$ cat config.mk
export PLATFORM = sky130hd
export DESIGN_NAME = coincidence_event_builder_veto_unit
export DESIGN_NICKNAME = d
export VERILOG_FILES = /design/src/hdl/cebv_pkg.sv /design/src/hdl/cebv_front.sv /design/src/hdl/cebv_cmd_queue.sv /design/src/hdl/cebv_back.sv /design/src/hdl/coincidence_event_builder_veto_unit.sv
export SDC_FILE = /design/constraint.sdc
export NUM_CORES = 1
export LEC_CHECK = 0
export ABC_AREA = 1
export BUFFER_PORTS_ARGS = -buffer_cell sky130_fd_sc_hd__buf_4
export CAP_MARGIN = 20
export CORE_MARGIN = 4
export CORE_UTILIZATION = 60
export CTS_BUF_LIST = sky130_fd_sc_hd__clkbuf_4
export DETAILED_ROUTE_END_ITERATION = 7
export PLACE_DENSITY = 0.83
export SETUP_SLACK_MARGIN = 0.05
export SYNTH_ARGS = -nofsm -noshare
export SYNTH_HDL_FRONTEND = slang
export SYNTH_SLANG_ARGS = --single-unit
$ cat constraint.sdc
create_clock -name i_clk -period 5.4 [get_ports i_clk]
set_clock_uncertainty 0.15 [all_clocks]
set_input_delay 0 -clock i_clk [delete_from_list [all_inputs] [get_ports i_clk]]
set_output_delay 0 -clock i_clk [all_outputs]
set_load 0.05 [all_outputs]
$ cat src/hdl/cebv_pkg.sv
`timescale 1ns / 1ps
// Shared types and constants of the coincidence event builder with veto.
// No dependencies; every other file in hdl/ imports this package.
package cebv_pkg;

    localparam logic [4:0]  GROUP_A_FIRST_ID = 5'd1;
    localparam logic [4:0]  GROUP_B_FIRST_ID = 5'd9;
    localparam logic [4:0]  GUARD_ID         = 5'd20;
    localparam logic [15:0] WINDOW_AT_RESET  = 16'd300;

    localparam int ENERGY_OUT_W    = 20;
    localparam int CHAN_IDX_W      = 4;   // enough for two groups of up to 8
    localparam int CMD_QUEUE_DEPTH = 2;

    typedef struct packed {
        logic [31:0] hit_time;
        logic [4:0]  detector_id;
        logic [15:0] hit_energy;
        logic        end_of_event;
    } t_hit;

    typedef struct packed {
        logic [2:0]              channel;
        logic [ENERGY_OUT_W-1:0] energy_sum;
        logic                    vetoed;
        logic                    last;
    } t_result;

    // One classified hit for the back end
    typedef struct packed {
        logic                  flush_pre;
        logic                  flush_post;
        logic                  add_chan;
        logic                  add_guard;
        logic [CHAN_IDX_W-1:0] chan;
        logic [15:0]           energy;
    } t_cmd;

    typedef enum logic [1:0] {
        BK_IDLE,
        BK_PRE,
        BK_POST
    } t_bk_state;

endpackage

$ cat src/hdl/cebv_front.sv
`timescale 1ns / 1ps
// Front end: accepts hits, runs the coincidence gap test and classifies ids.
// Depends on cebv_pkg; feeds cebv_cmd_queue.
module cebv_front
    import cebv_pkg::*;
#(
    parameter int CHANNELS_PER_GROUP = 4
) (
    input  logic        i_clk,
    input  logic        i_rst_n,
    input  logic        i_cfg_wr_en,
    input  logic [15:0] i_cfg_wr_data,
    input  logic        i_valid,
    input  t_hit        i_hit,
    output logic        o_stall,
    input  logic        i_queue_full,
    output logic        o_push,
    output t_cmd        o_cmd
);

    localparam logic [5:0] A_END = 6'(int'(GROUP_A_FIRST_ID) + CHANNELS_PER_GROUP);
    localparam logic [5:0] B_END = 6'(int'(GROUP_B_FIRST_ID) + CHANNELS_PER_GROUP);

    logic [15:0] r_window;
    logic [31:0] r_prev_time;
    logic        r_event_start;

    logic [31:0] gap;
    logic [5:0]  id_ext;
    logic        accept;

    assign o_stall = i_queue_full;
    assign accept  = i_valid && !i_queue_full;
    assign o_push  = accept;
    assign id_ext  = {1'b0, i_hit.detector_id};

    always_comb begin
        gap = (i_hit.hit_time >= r_prev_time) ? (i_hit.hit_time - r_prev_time)
                                              : (r_prev_time - i_hit.hit_time);
        o_cmd            = '0;
        o_cmd.flush_pre  = !r_event_start && (gap > {16'd0, r_window});
        o_cmd.flush_post = i_hit.end_of_event;
        o_cmd.energy     = i_hit.hit_energy;
        if (id_ext >= {1'b0, GROUP_A_FIRST_ID} && id_ext < A_END) begin
            o_cmd.add_chan = 1'b1;
            o_cmd.chan     = CHAN_IDX_W'(i_hit.detector_id - GROUP_A_FIRST_ID);
        end else if (id_ext >= {1'b0, GROUP_B_FIRST_ID} && id_ext < B_END) begin
            o_cmd.add_chan = 1'b1;
            o_cmd.chan     = CHAN_IDX_W'(CHANNELS_PER_GROUP)
                           + CHAN_IDX_W'(i_hit.detector_id - GROUP_B_FIRST_ID);
        end else if (i_hit.detector_id == GUARD_ID) begin
            o_cmd.add_guard = 1'b1;
        end
    end

    always_ff @(posedge i_clk) begin
        if (!i_rst_n) begin
            r_window      <= WINDOW_AT_RESET;
            r_prev_time   <= '0;
            r_event_start <= 1'b1;
        end else begin
            if (i_cfg_wr_en) begin
                r_window <= i_cfg_wr_data;
            end
            if (accept) begin
                r_prev_time   <= i_hit.hit_time;
                r_event_start <= i_hit.end_of_event;
            end
        end
    end

endmodule

$ cat src/hdl/cebv_cmd_queue.sv
`timescale 1ns / 1ps
// Short command queue between the front end and the back end.
// Depends on cebv_pkg for the command type and depth.
module cebv_cmd_queue
    import cebv_pkg::*;
(
    input  logic i_clk,
    input  logic i_rst_n,
    input  logic i_push,
    input  t_cmd i_data,
    output logic o_full,
    input  logic i_pop,
    output logic o_valid,
    output t_cmd o_data
);

    localparam int PTR_W = (CMD_QUEUE_DEPTH > 1) ? $clog2(CMD_QUEUE_DEPTH) : 1;
    localparam int CNT_W = $clog2(CMD_QUEUE_DEPTH + 1);
    localparam logic [PTR_W-1:0] PTR_LAST = PTR_W'(CMD_QUEUE_DEPTH - 1);

    t_cmd             r_mem [CMD_QUEUE_DEPTH];
    logic [PTR_W-1:0] r_wr_ptr;
    logic [PTR_W-1:0] r_rd_ptr;
    logic [CNT_W-1:0] r_count;

    logic do_push;
    logic do_pop;

    assign o_full  = (r_count == CNT_W'(CMD_QUEUE_DEPTH));
    assign o_valid = (r_count != '0);
    assign o_data  = r_mem[r_rd_ptr];
    assign do_push = i_push && !o_full;
    assign do_pop  = i_pop && o_valid;

    always_ff @(posedge i_clk) begin
        if (do_push) begin
            r_mem[r_wr_ptr] <= i_data;
        end
    end

    always_ff @(posedge i_clk) begin
        if (!i_rst_n) begin
            r_wr_ptr <= '0;
            r_rd_ptr <= '0;
            r_count  <= '0;
        end else begin
            if (do_push) begin
                r_wr_ptr <= (r_wr_ptr == PTR_LAST) ? '0 : r_wr_ptr + 1'b1;
            end
            if (do_pop) begin
                r_rd_ptr <= (r_rd_ptr == PTR_LAST) ? '0 : r_rd_ptr + 1'b1;
            end
            if (do_push && !do_pop) begin
                r_count <= r_count + 1'b1;
            end else if (do_pop && !do_push) begin
                r_count <= r_count - 1'b1;
            end
        end
    end

endmodule

$ cat src/hdl/cebv_back.sv
`timescale 1ns / 1ps
// Back end: channel and guard sums, flush sequencing and the result register.
// Depends on cebv_pkg; takes commands from cebv_cmd_queue.
module cebv_back
    import cebv_pkg::*;
#(
    parameter int CHANNELS_PER_GROUP = 4,
    parameter int SUM_BITS           = 20
) (
    input  logic    i_clk,
    input  logic    i_rst_n,
    input  logic    i_cmd_valid,
    input  t_cmd    i_cmd,
    output logic    o_cmd_pop,
    output logic    o_valid,
    output t_result o_result,
    input  logic    i_stall
);

    localparam int NCH  = 2 * CHANNELS_PER_GROUP;
    localparam int CH_W = $clog2(NCH);
    localparam int EXT_W = SUM_BITS + ENERGY_OUT_W;

    function automatic logic [CH_W-1:0] lowest_set(input logic [NCH-1:0] v);
        logic [CH_W-1:0] idx;
        idx = '0;
        for (int k = NCH - 1; k >= 0; k--) begin
            if (v[k]) begin
                idx = CH_W'(k);
            end
        end
        return idx;
    endfunction

    t_bk_state             r_state;
    t_bk_state             n_state;
    t_cmd                  r_cmd;
    t_cmd                  n_cmd;
    logic [SUM_BITS-1:0]   r_sums [NCH];
    logic [NCH-1:0]        r_nz;
    logic [NCH-1:0]        n_nz;
    logic [SUM_BITS-1:0]   r_guard;
    logic [SUM_BITS-1:0]   n_guard;
    logic                  r_out_valid;
    logic                  n_out_valid;
    t_result               r_out;
    t_result               n_out;

    logic                  emit_pending;
    logic                  emit;
    logic                  slot_free;
    logic                  add_step;
    logic                  post_done;
    logic [CH_W-1:0]       low_idx;
    logic [CH_W-1:0]       add_idx;
    logic [CH_W-1:0]       rd_idx;
    logic [SUM_BITS-1:0]   rd_sum;
    logic [SUM_BITS:0]     chan_wide;
    logic [SUM_BITS-1:0]   chan_sat;
    logic [SUM_BITS-1:0]   guard_base;
    logic [SUM_BITS:0]     guard_wide;
    logic [EXT_W-1:0]      sum_ext;
    logic [NCH-1:0]        rest;

    assign slot_free    = !r_out_valid || !i_stall;
    assign emit_pending = ((r_state == BK_PRE && r_cmd.flush_pre) ||
                           (r_state == BK_POST && r_cmd.flush_post)) && (r_nz != '0);
    assign emit         = emit_pending && slot_free;
    assign add_step     = (r_state == BK_PRE) && !emit_pending;
    assign post_done    = (r_state == BK_POST) && !emit_pending;

    assign low_idx = lowest_set(r_nz);
    assign add_idx = r_cmd.chan[CH_W-1:0];
    assign rd_idx  = add_step ? add_idx : low_idx;
    assign rd_sum  = r_nz[rd_idx] ? r_sums[rd_idx] : '0;
    assign rest    = r_nz & ~(NCH'(1) << low_idx);

    // Saturating adds
    assign chan_wide  = {1'b0, rd_sum} + (SUM_BITS + 1)'(r_cmd.energy);
    assign chan_sat   = chan_wide[SUM_BITS] ? '1 : chan_wide[SUM_BITS-1:0];
    assign guard_base = r_cmd.flush_pre ? '0 : r_guard;
    assign guard_wide = {1'b0, guard_base} + (SUM_BITS + 1)'(r_cmd.energy);
    assign sum_ext    = EXT_W'(rd_sum);

    // Next state
    always_comb begin
        n_state = r_state;
        case (r_state)
            BK_IDLE: begin
                if (i_cmd_valid) begin
                    n_state = BK_PRE;
                end
            end
            BK_PRE: begin
                if (add_step) begin
                    n_state = BK_POST;
                end
            end
            BK_POST: begin
                if (post_done) begin
                    n_state = i_cmd_valid ? BK_PRE : BK_IDLE;
                end
            end
            default: n_state = BK_IDLE;
        endcase
    end

    // Outputs and datapath
    always_comb begin
        o_cmd_pop   = 1'b0;
        n_cmd       = r_cmd;
        n_nz        = r_nz;
        n_guard     = r_guard;
        n_out       = r_out;
        n_out_valid = r_out_valid && i_stall;
        case (r_state)
            BK_IDLE: begin
                o_cmd_pop = i_cmd_valid;
            end
            BK_PRE: begin
                if (add_step) begin
                    n_guard = guard_base;
                    if (r_cmd.add_guard) begin
                        n_guard = guard_wide[SUM_BITS] ? '1 : guard_wide[SUM_BITS-1:0];
                    end
                    if (r_cmd.add_chan) begin
                        n_nz[add_idx] = (chan_sat != '0);
                    end
                end
            end
            BK_POST: begin
                if (post_done) begin
                    o_cmd_pop = i_cmd_valid;
                    if (r_cmd.flush_post) begin
                        n_guard = '0;
                    end
                end
            end
            default: begin
                n_nz = r_nz;
            end
        endcase
        if (o_cmd_pop) begin
            n_cmd = i_cmd;
        end
        if (emit) begin
            n_nz[low_idx]    = 1'b0;
            n_out_valid      = 1'b1;
            n_out.channel    = 3'(low_idx);
            n_out.energy_sum = (sum_ext > EXT_W'({ENERGY_OUT_W{1'b1}}))
                             ? '1 : sum_ext[ENERGY_OUT_W-1:0];
            n_out.vetoed     = (r_guard != '0);
            n_out.last       = (rest == '0);
        end
    end

    always_ff @(posedge i_clk) begin
        r_cmd <= n_cmd;
        r_out <= n_out;
        if (add_step && r_cmd.add_chan) begin
            r_sums[add_idx] <= chan_sat;
        end
    end

    always_ff @(posedge i_clk) begin
        if (!i_rst_n) begin
            r_state     <= BK_IDLE;
            r_nz        <= '0;
            r_guard     <= '0;
            r_out_valid <= 1'b0;
        end else begin
            r_state     <= n_state;
            r_nz        <= n_nz;
            r_guard     <= n_guard;
            r_out_valid <= n_out_valid;
        end
    end

    assign o_valid  = r_out_valid;
    assign o_result = r_out;

endmodule

$ cat src/hdl/coincidence_event_builder_veto_unit.sv
`timescale 1ns / 1ps
// Coincidence event builder with anticoincidence veto, top level.
// Depends on cebv_pkg, cebv_front, cebv_cmd_queue and cebv_back.
//
// Input channel: i_valid / o_stall with one t_hit beat per hit. Output
// channel: o_valid / i_stall with one t_result beat per nonzero channel of
// a flushed group; last marks the final beat of each flush. A beat moves at
// a rising edge with valid high and stall low.
// The front end takes a hit, tests the gap against time_window and queues
// a command; o_stall rises only while the two-entry command queue is full.
// The back end loads a command when idle, or straight after the previous
// one; it then emits one result beat per nonzero channel for a pre-hit
// (gap) flush, adds the energy, and emits the end-of-event flush beats the
// same way before it takes the next command. When i_stall is high a valid
// result beat holds and the back end waits before emitting another; the
// queue keeps taking hits until full.
// Reset (synchronous, active low) sets time_window to 300, clears all sums,
// empties the queue and restarts event tracking. The window register is
// written from i_cfg_wr_data at any edge with i_cfg_wr_en high, out of reset.
module coincidence_event_builder_veto_unit
    import cebv_pkg::*;
#(
    parameter int CHANNELS_PER_GROUP = 4,
    parameter int SUM_BITS           = 20
) (
    input  logic        i_clk,
    input  logic        i_rst_n,
    input  logic        i_cfg_wr_en,
    input  logic [15:0] i_cfg_wr_data,
    input  logic        i_valid,
    input  t_hit        i_hit,
    output logic        o_stall,
    output logic        o_valid,
    output t_result     o_result,
    input  logic        i_stall
);

    logic queue_full;
    logic push;
    t_cmd push_cmd;
    logic pop;
    logic cmd_valid;
    t_cmd head_cmd;

    cebv_front #(
        .CHANNELS_PER_GROUP(CHANNELS_PER_GROUP)
    ) u_front (
        .i_clk        (i_clk),
        .i_rst_n      (i_rst_n),
        .i_cfg_wr_en  (i_cfg_wr_en),
        .i_cfg_wr_data(i_cfg_wr_data),
        .i_valid      (i_valid),
        .i_hit        (i_hit),
        .o_stall      (o_stall),
        .i_queue_full (queue_full),
        .o_push       (push),
        .o_cmd        (push_cmd)
    );

    cebv_cmd_queue u_queue (
        .i_clk  (i_clk),
        .i_rst_n(i_rst_n),
        .i_push (push),
        .i_data (push_cmd),
        .o_full (queue_full),
        .i_pop  (pop),
        .o_valid(cmd_valid),
        .o_data (head_cmd)
    );

    cebv_back #(
        .CHANNELS_PER_GROUP(CHANNELS_PER_GROUP),
        .SUM_BITS          (SUM_BITS)
    ) u_back (
        .i_clk      (i_clk),
        .i_rst_n    (i_rst_n),
        .i_cmd_valid(cmd_valid),
        .i_cmd      (head_cmd),
        .o_cmd_pop  (pop),
        .o_valid    (o_valid),
        .o_result   (o_result),
        .i_stall    (i_stall)
    );

endmodule

Word level (Yosys, flattened, before mapping):

Memory sizes are Yosys's and may differ from the RTL's. A register that Yosys moved wholly into a read port is not among the register bits.
Cells that the tools add are included.

* bits in read-only memories: 0
* memories: 2
* bits in writable memories: 208
* output and inout port bits: 27
* logic and storage cells: 142
* register bits: 109
* bits of input ports: 75
* bits in latches: 0

Memory list
* u_back.r_sums: words 8, width 20, rd ports 1, clocked after memory_dff 0, write ports 1, RTL line cebv_back.sv:39 `logic [SUM_BITS-1:0] r_sums [NCH];`
* u_queue.r_mem: words 2, width 24, rd ports 1, clocked after memory_dff 1, write ports 1, RTL line cebv_cmd_queue.sv:21 `t_cmd r_mem [CMD_QUEUE_DEPTH];`

* shifts and indexed selects: 1
* multiply operators: 0
* divide/modulo/power cells: 0
* equality and inequality tests: 8
* mux-type cells: 53
* magnitude comparators: 12
* add/sub/neg operators: 11
* bitwise operators: 4
* reduce and logical (&&, ||, !) cells: 37

Operators with widths (count)
* two-way mux 20 bit: 8
* subtractor 32 bit: 2
* adder 20 x 16 -> 21 bit: 2
* one-hot mux 20 bit (2 select lines): 1
* nonzero test 20 bit: 2
* >= comparator 32 bit: 1
* greater-than comparator 32 x 16 -> 1 bit: 1
* two-way mux 32 bit: 1
* two-way mux 8 bit: 4
* two-way mux 3 bit: 9
* greater-than comparator 20 bit, second input constant: 1
* logical AND 1 bit: 18
* two-way mux 1 bit: 17
* bitwise AND 8 bit: 2
* NOT 8 bit: 2
* < comparator 3 x 4 -> 1 bit, second input constant: 3
* two-way mux 2 bit: 5
* bitwise mux 8 bit: 1
* zero test 8 bit: 1
* two-way mux 4 bit: 2
* != test 2 x 1 -> 1 bit, second input constant: 4
* nonzero test 8 bit: 1
* << shifter 1 x 3 -> 8 bit, first input constant: 1
* zero test 1 bit: 7
* other kinds (23): 30

Depth between registers and ports, before layout:

* word-level depth: 21
* depth in mapped cells: 36
* gate-level depth less buffers: 34

Modules after synthesis:

From an unflattened synthesis, not the netlist that was laid out.

* cells, all modules: 2638
* area, all modules: 21119.0 um^2

Modules (own cells, without submodules)
* cebv_back: instances 1, area an instance 12072.8 um^2, cells an instance 1282
* cebv_front: instances 1, area an instance 6962.9 um^2, cells an instance 1244
* cebv_cmd_queue: instances 1, area an instance 2083.2 um^2, cells an instance 112

Least setup slack after synthesis:

No wires, ideal clock.

* path kind: register -> register
* start point: register u_back.r_nz[3]
* end point: register u_back.r_nz[0]
* cell stages (with the launch flop): 28
* arrival: 4.219 ns
* data required time: 5.140 ns
* period minus slack after synthesis: 4.479 ns
* slack: 0.921 ns
* cells stage by stage: dfxtp_1 -> nor2_2 -> nand2_2 -> o21ai_4 -> nand3_2 -> buf_2 -> nand3_1 -> nand3_1 -> nand3_1 -> nand2_2 -> inv_2 -> clkbuf_1 -> buf_1 -> a211oi_1 -> ha_1 -> nand2_1 -> o21a_1 -> o21ai_0 -> inv_1 -> nand2_1 -> nand2_1 -> a21boi_2 -> or2_1 -> nand3_1 -> nor2_4 -> nand3_1 -> nand2_1 -> inv_1

* cells in the longest elaborated chain, start to end: 17

Ends and longest elaborated chain
* start, declared: RTL line cebv_back.sv:40 `logic [NCH-1:0] r_nz;`
* start signal, assigned: RTL line cebv_back.sv:173 `r_nz <= n_nz;`
* two-way mux 3 bit or nonzero test 8 bit (tied branches): RTL line cebv_back.sv:28, cebv_back.sv:67
* two-way mux 3 bit or logical AND 1 bit (tied branches): RTL line cebv_back.sv:28, cebv_back.sv:67
* two-way mux 3 bit or zero test 1 bit (tied branches): RTL line cebv_back.sv:28, cebv_back.sv:69
* two-way mux 3 bit or logical AND 1 bit (tied branches): RTL line cebv_back.sv:28, cebv_back.sv:69
* two-way mux 3 bit: RTL line cebv_back.sv:74 `assign rd_idx = add_step ? add_idx : low_idx;`
* binary-select mux 1 bit (select 3 bit): RTL line cebv_back.sv:75 `assign rd_sum = r_nz[rd_idx] ? r_sums[rd_idx] : '0;`
* two-way mux 1 bit (not written as such): RTL line cebv_back.sv:75
* two-way mux 20 bit (*): RTL line cebv_back.sv:75
* via u_back.rd_sum[7]: RTL line cebv_back.sv:57 `logic [SUM_BITS-1:0] rd_sum;`
* [... 2 more ...]
* via u_back.chan_sat[18]: RTL line cebv_back.sv:59 `logic [SUM_BITS-1:0] chan_sat;`
* nonzero test 20 bit (*): RTL line cebv_back.sv:127 `n_nz[add_idx] = (chan_sat != '0);`
* bitwise mux 8 bit (*): RTL line cebv_back.sv:127
* two-way mux 8 bit (*): RTL line cebv_back.sv:126 `if (r_cmd.add_chan) begin`
* two-way mux 8 bit (*): RTL line cebv_back.sv:121 `if (add_step) begin`
* two-way mux 8 bit (*): RTL line cebv_back.sv:116 `case (r_state)`
* bitwise AND 8 bit (no line)
* two-way mux 8 bit (*): RTL line cebv_back.sv:146 `if (emit) begin`

Mark *: on every way through the listed nets, which the timed path passes. The rest lies on a longest branch. The select of a mux whose other input is x is not followed.
A chain may end at the register's enable or synchronous reset.

==> flow_metrics.tcl <==
set metrics [dict create \
    drt_pre_antenna_iters 6 \
    grt_pass1_wl_um 101000 \
    vias_per_cell 5.95 \
    min_to "u_queue.r_wr_ptr" \
    total_power_w 0.0118 \
    yosys-top-cells-area "edfxtp_1 39%, nand2_1 9.1%, dfxtp_1 8.6%" \
    root_buffer "clkbuf_4" \
    rsz0062_at_grt "no" \
    synth_edf_count 254 \
    area_delta_synth_final_pct 25.9 \
    ys_types 56 \
    drtAntennaViolNets 0 \
    async_flop_share_pct 0 \
    hold_viol 0 \
    synth.ff_latch_count 338 \
    gp_congestion 0.966 \
    path_clk_slew_ps 90 \
    cts_buffer_depth 3 \
    n_fill_cell 2037 \
    post-route-period-util_pct 95.5 \
    final_cell_mix "470 x nand2_1, 300 x inv_1, 254 x edfxtp_1" \
    layout_commonest_cell "nand2_1" \
    holdCritPathClass "primary input to flip-flop" \
    worstMarginPinSlew_ps 983 \
    peakVddDrop_mv 0.329 \
    start_util_pct 61.2 \
    r2r_slack_ps 240 \
    clock-sinks 338 \
    min-delay-start "i_valid" \
    grt_max_degree 67 \
    grt.total_usage_pct 35.7 \
    avgSynthCellArea_um2 8.57 \
    dieArea_um2 35400 \
    cap_violations 0 \
    die_h_um 188 \
    setup_viol 0 \
    synthesis.nets 2464 \
    drive_above_1_share_pct 12.5 \
    ios 102 \
    setup_tns_ps 0 \
    wl_per_cell_um 20.4 \
    grt_overflow_total 0 \
    startpoint_type "flip-flop" \
    drtIter0Drc 1881 \
    cts_tree "built" \
    ys_seq_area_share_pct 47.8 \
    synth_area_leader_cell "edfxtp_1" \
    slew_violations 0 \
    r2r_cells 26 \
    power_leakage_nw 10.5 \
    critPathArrivalTime_ps 5510 \
    wirelength_um 64600 \
    crit_path_end_kind "flip-flop" \
    rr_startpoint "u_front.r_prev_time[0]" \
    synth_ff_type "edfxtp_1" \
    cts_setup_buffers 0 \
    status "completed" \
    powerDensity_nw_per_um2 481 \
    first_global_vias 19200 \
    hpwlAfterDp_um 38000 \
    min_path_cells 5 \
    synthesis.area_um2 19500 \
    crit_type "flip-flop to flip-flop" \
    synth_top_area_share_pct 39.2 \
    min_period_ps 5160 \
    route.vias.total 18900 \
    num_rows 65 \
    cts_buffers 87 \
    clock_latency_ps 780 \
    route.detailed.drc 0 \
    core_um2 31800 \
    port_buffers 101 \
    path_max_fanout 23 \
    die_width_um 188 \
    max_freq_ghz 0.194 \
    antenna_found_initial 2 \
    synthCells 2271 \
    fin_nets 2861 \
    slew_headroom_pct 34.3 \
    htree_levels 3 \
    rr_endpoint "u_queue.r_mem[1][23]" \
    required_ps 5750 \
    synth_warnings 0 \
]
cells by family after synthesis:
logic type / synth area share, %
AND/OR/NAND/NOR: 18.3
adder cells (fa/ha/maj): 7.70
flip-flops: 47.8
XOR/XNOR: 2.07
multiplexers: 0.257
buffers and inverters: 7.57
AO/OA/AOI/OAI: 16.2
sequential cells by signal, summed over array words and instances (netlist names):
name / count
u_queue.r_count: 2
u_front.r_prev_time: 32
u_back.o_valid: 1
u_queue.r_wr_ptr: 1
u_queue.r_mem: 46
u_back.r_cmd: 20
u_back.add_idx: 3
u_back.o_result: 25
u_front.r_event_start: 1
u_back.r_guard: 20
u_queue.r_rd_ptr: 1
u_back.r_state: 2
u_back.r_sums: 160
u_back.r_nz: 8
u_front.r_window: 16
how the worst max path moves through the flow:
stage	start	endpoint	slack, ps	cells after the start
2_1_floorplan	u_back.r_nz[3]	u_back.r_nz[0]	920	27
3_3_place_gp	u_front.r_prev_time[0]	u_queue.r_mem[0][23]	490	23
3_5_place_dp	u_back.r_nz[1]	u_back.r_nz[6]	340	25
4_1_cts	u_back.r_nz[1]	u_back.r_nz[6]	320	29
5_1_grt	u_front.r_prev_time[14]	u_queue.r_mem[0][23]	3	25
6_report	u_front.r_prev_time[0]	u_queue.r_mem[1][23]	240	26
worst max-delay path, stage by stage (launching register included):
cell and delay [ps]:
dfxtp_1 340, ha_1 170, inv_1 90, fa_1 450, a21oi_1 240, inv_1 90, a21oi_1 280, o221ai_2 180
nand2_1 90, nand3_1 150, buf_6 240, clkinvlp_4 160, nand2_1 60, o21ai_1 150, xor2_1 300, inv_1 110
ha_1 200, nand2_1 80, inv_1 40, o21ai_0 260, o211ai_1 160, nand2_1 110, o2111ai_1 130, nand2_1 190
nand3_1 100, nor4_1 260, a21oi_1 120
through the flow:
step	worst slack, ps	hold slack, ps	utilization, %	cells	area (µm²)
floorplan	921	-51.1	-	2271	19500
global placement	487	36.2	65.4	2767	20800
detailed placement	344	37.4	65.5	2769	20800
CTS	319	12.0	76.8	3170	24400
global route	3.36	71.3	77.0	3172	24500
finish	241	85.8	77.0	3172	24500
routing by layer:
layer / vias to the layer above / global-route usage [%] / wire (µm)
met3: 294 / 6.20 / 5550
met2: 1168 / 62.0 / 31800
met1: 8805 / 42.3 / 23500
met5: - / 0 / 0
met4: 0 / 19.1 / 3720
li1: 8607 / - / -
timing repair:
item / CTS / global route
endpoints found under the hold margin: 159 / 0
gates resized for setup: 0 / 13
hold buffers: 245 / 0
setup endpoints to repair: 0 / 10
power breakdown:
| group | internal [W] | switching [W] | total (W) |
|---|---|---|---|
| sequential | 0.00364 | 0.000313 | 0.00396 |
| combinational | 0.00177 | 0.00372 | 0.00549 |
| clock | 0.00117 | 0.00115 | 0.00232 |
layout make-up:
class | count | area, µm² | area share [%]
Sequential cell | 338 | 9310 | 38.0
Multi-Input combinational cell | 1549 | 8790 | 35.9
Timing Repair Buffer | 381 | 3520 | 14.4
Inverter | 311 | 1170 | 4.79
Clock buffer | 117 | 878 | 3.59
Tap cell | 435 | 544 | 2.22
Clock inverter | 39 | 263 | 1.07
Antenna cell | 2 | 5.00 | 0.0204
synth_stat cells, types with 5 or more instances:
cell and n:
buf_1 9, nand2_1 470, a211oi_1 33, inv_1 301, nor3_1 20, clkbuf_1 56
nand3_2 5, o21ai_1 6, mux2i_1 5, nor2_1 165, o21a_1 17, nand4_1 12
edfxtp_1 254, nor4_1 6, a32o_1 14, nand3_1 125, a31oi_1 9, ha_1 115
xnor2_1 20, dfxtp_1 84, o21ai_0 149, xor2_1 26, a21o_1 7, a21oi_1 244
a221oi_1 5, nor2_4 5, o221ai_1 19, inv_2 9, nand2_2 10, o211ai_1 15
nor2_2 5
Note: power is estimated with default switching activity, not from simulation.
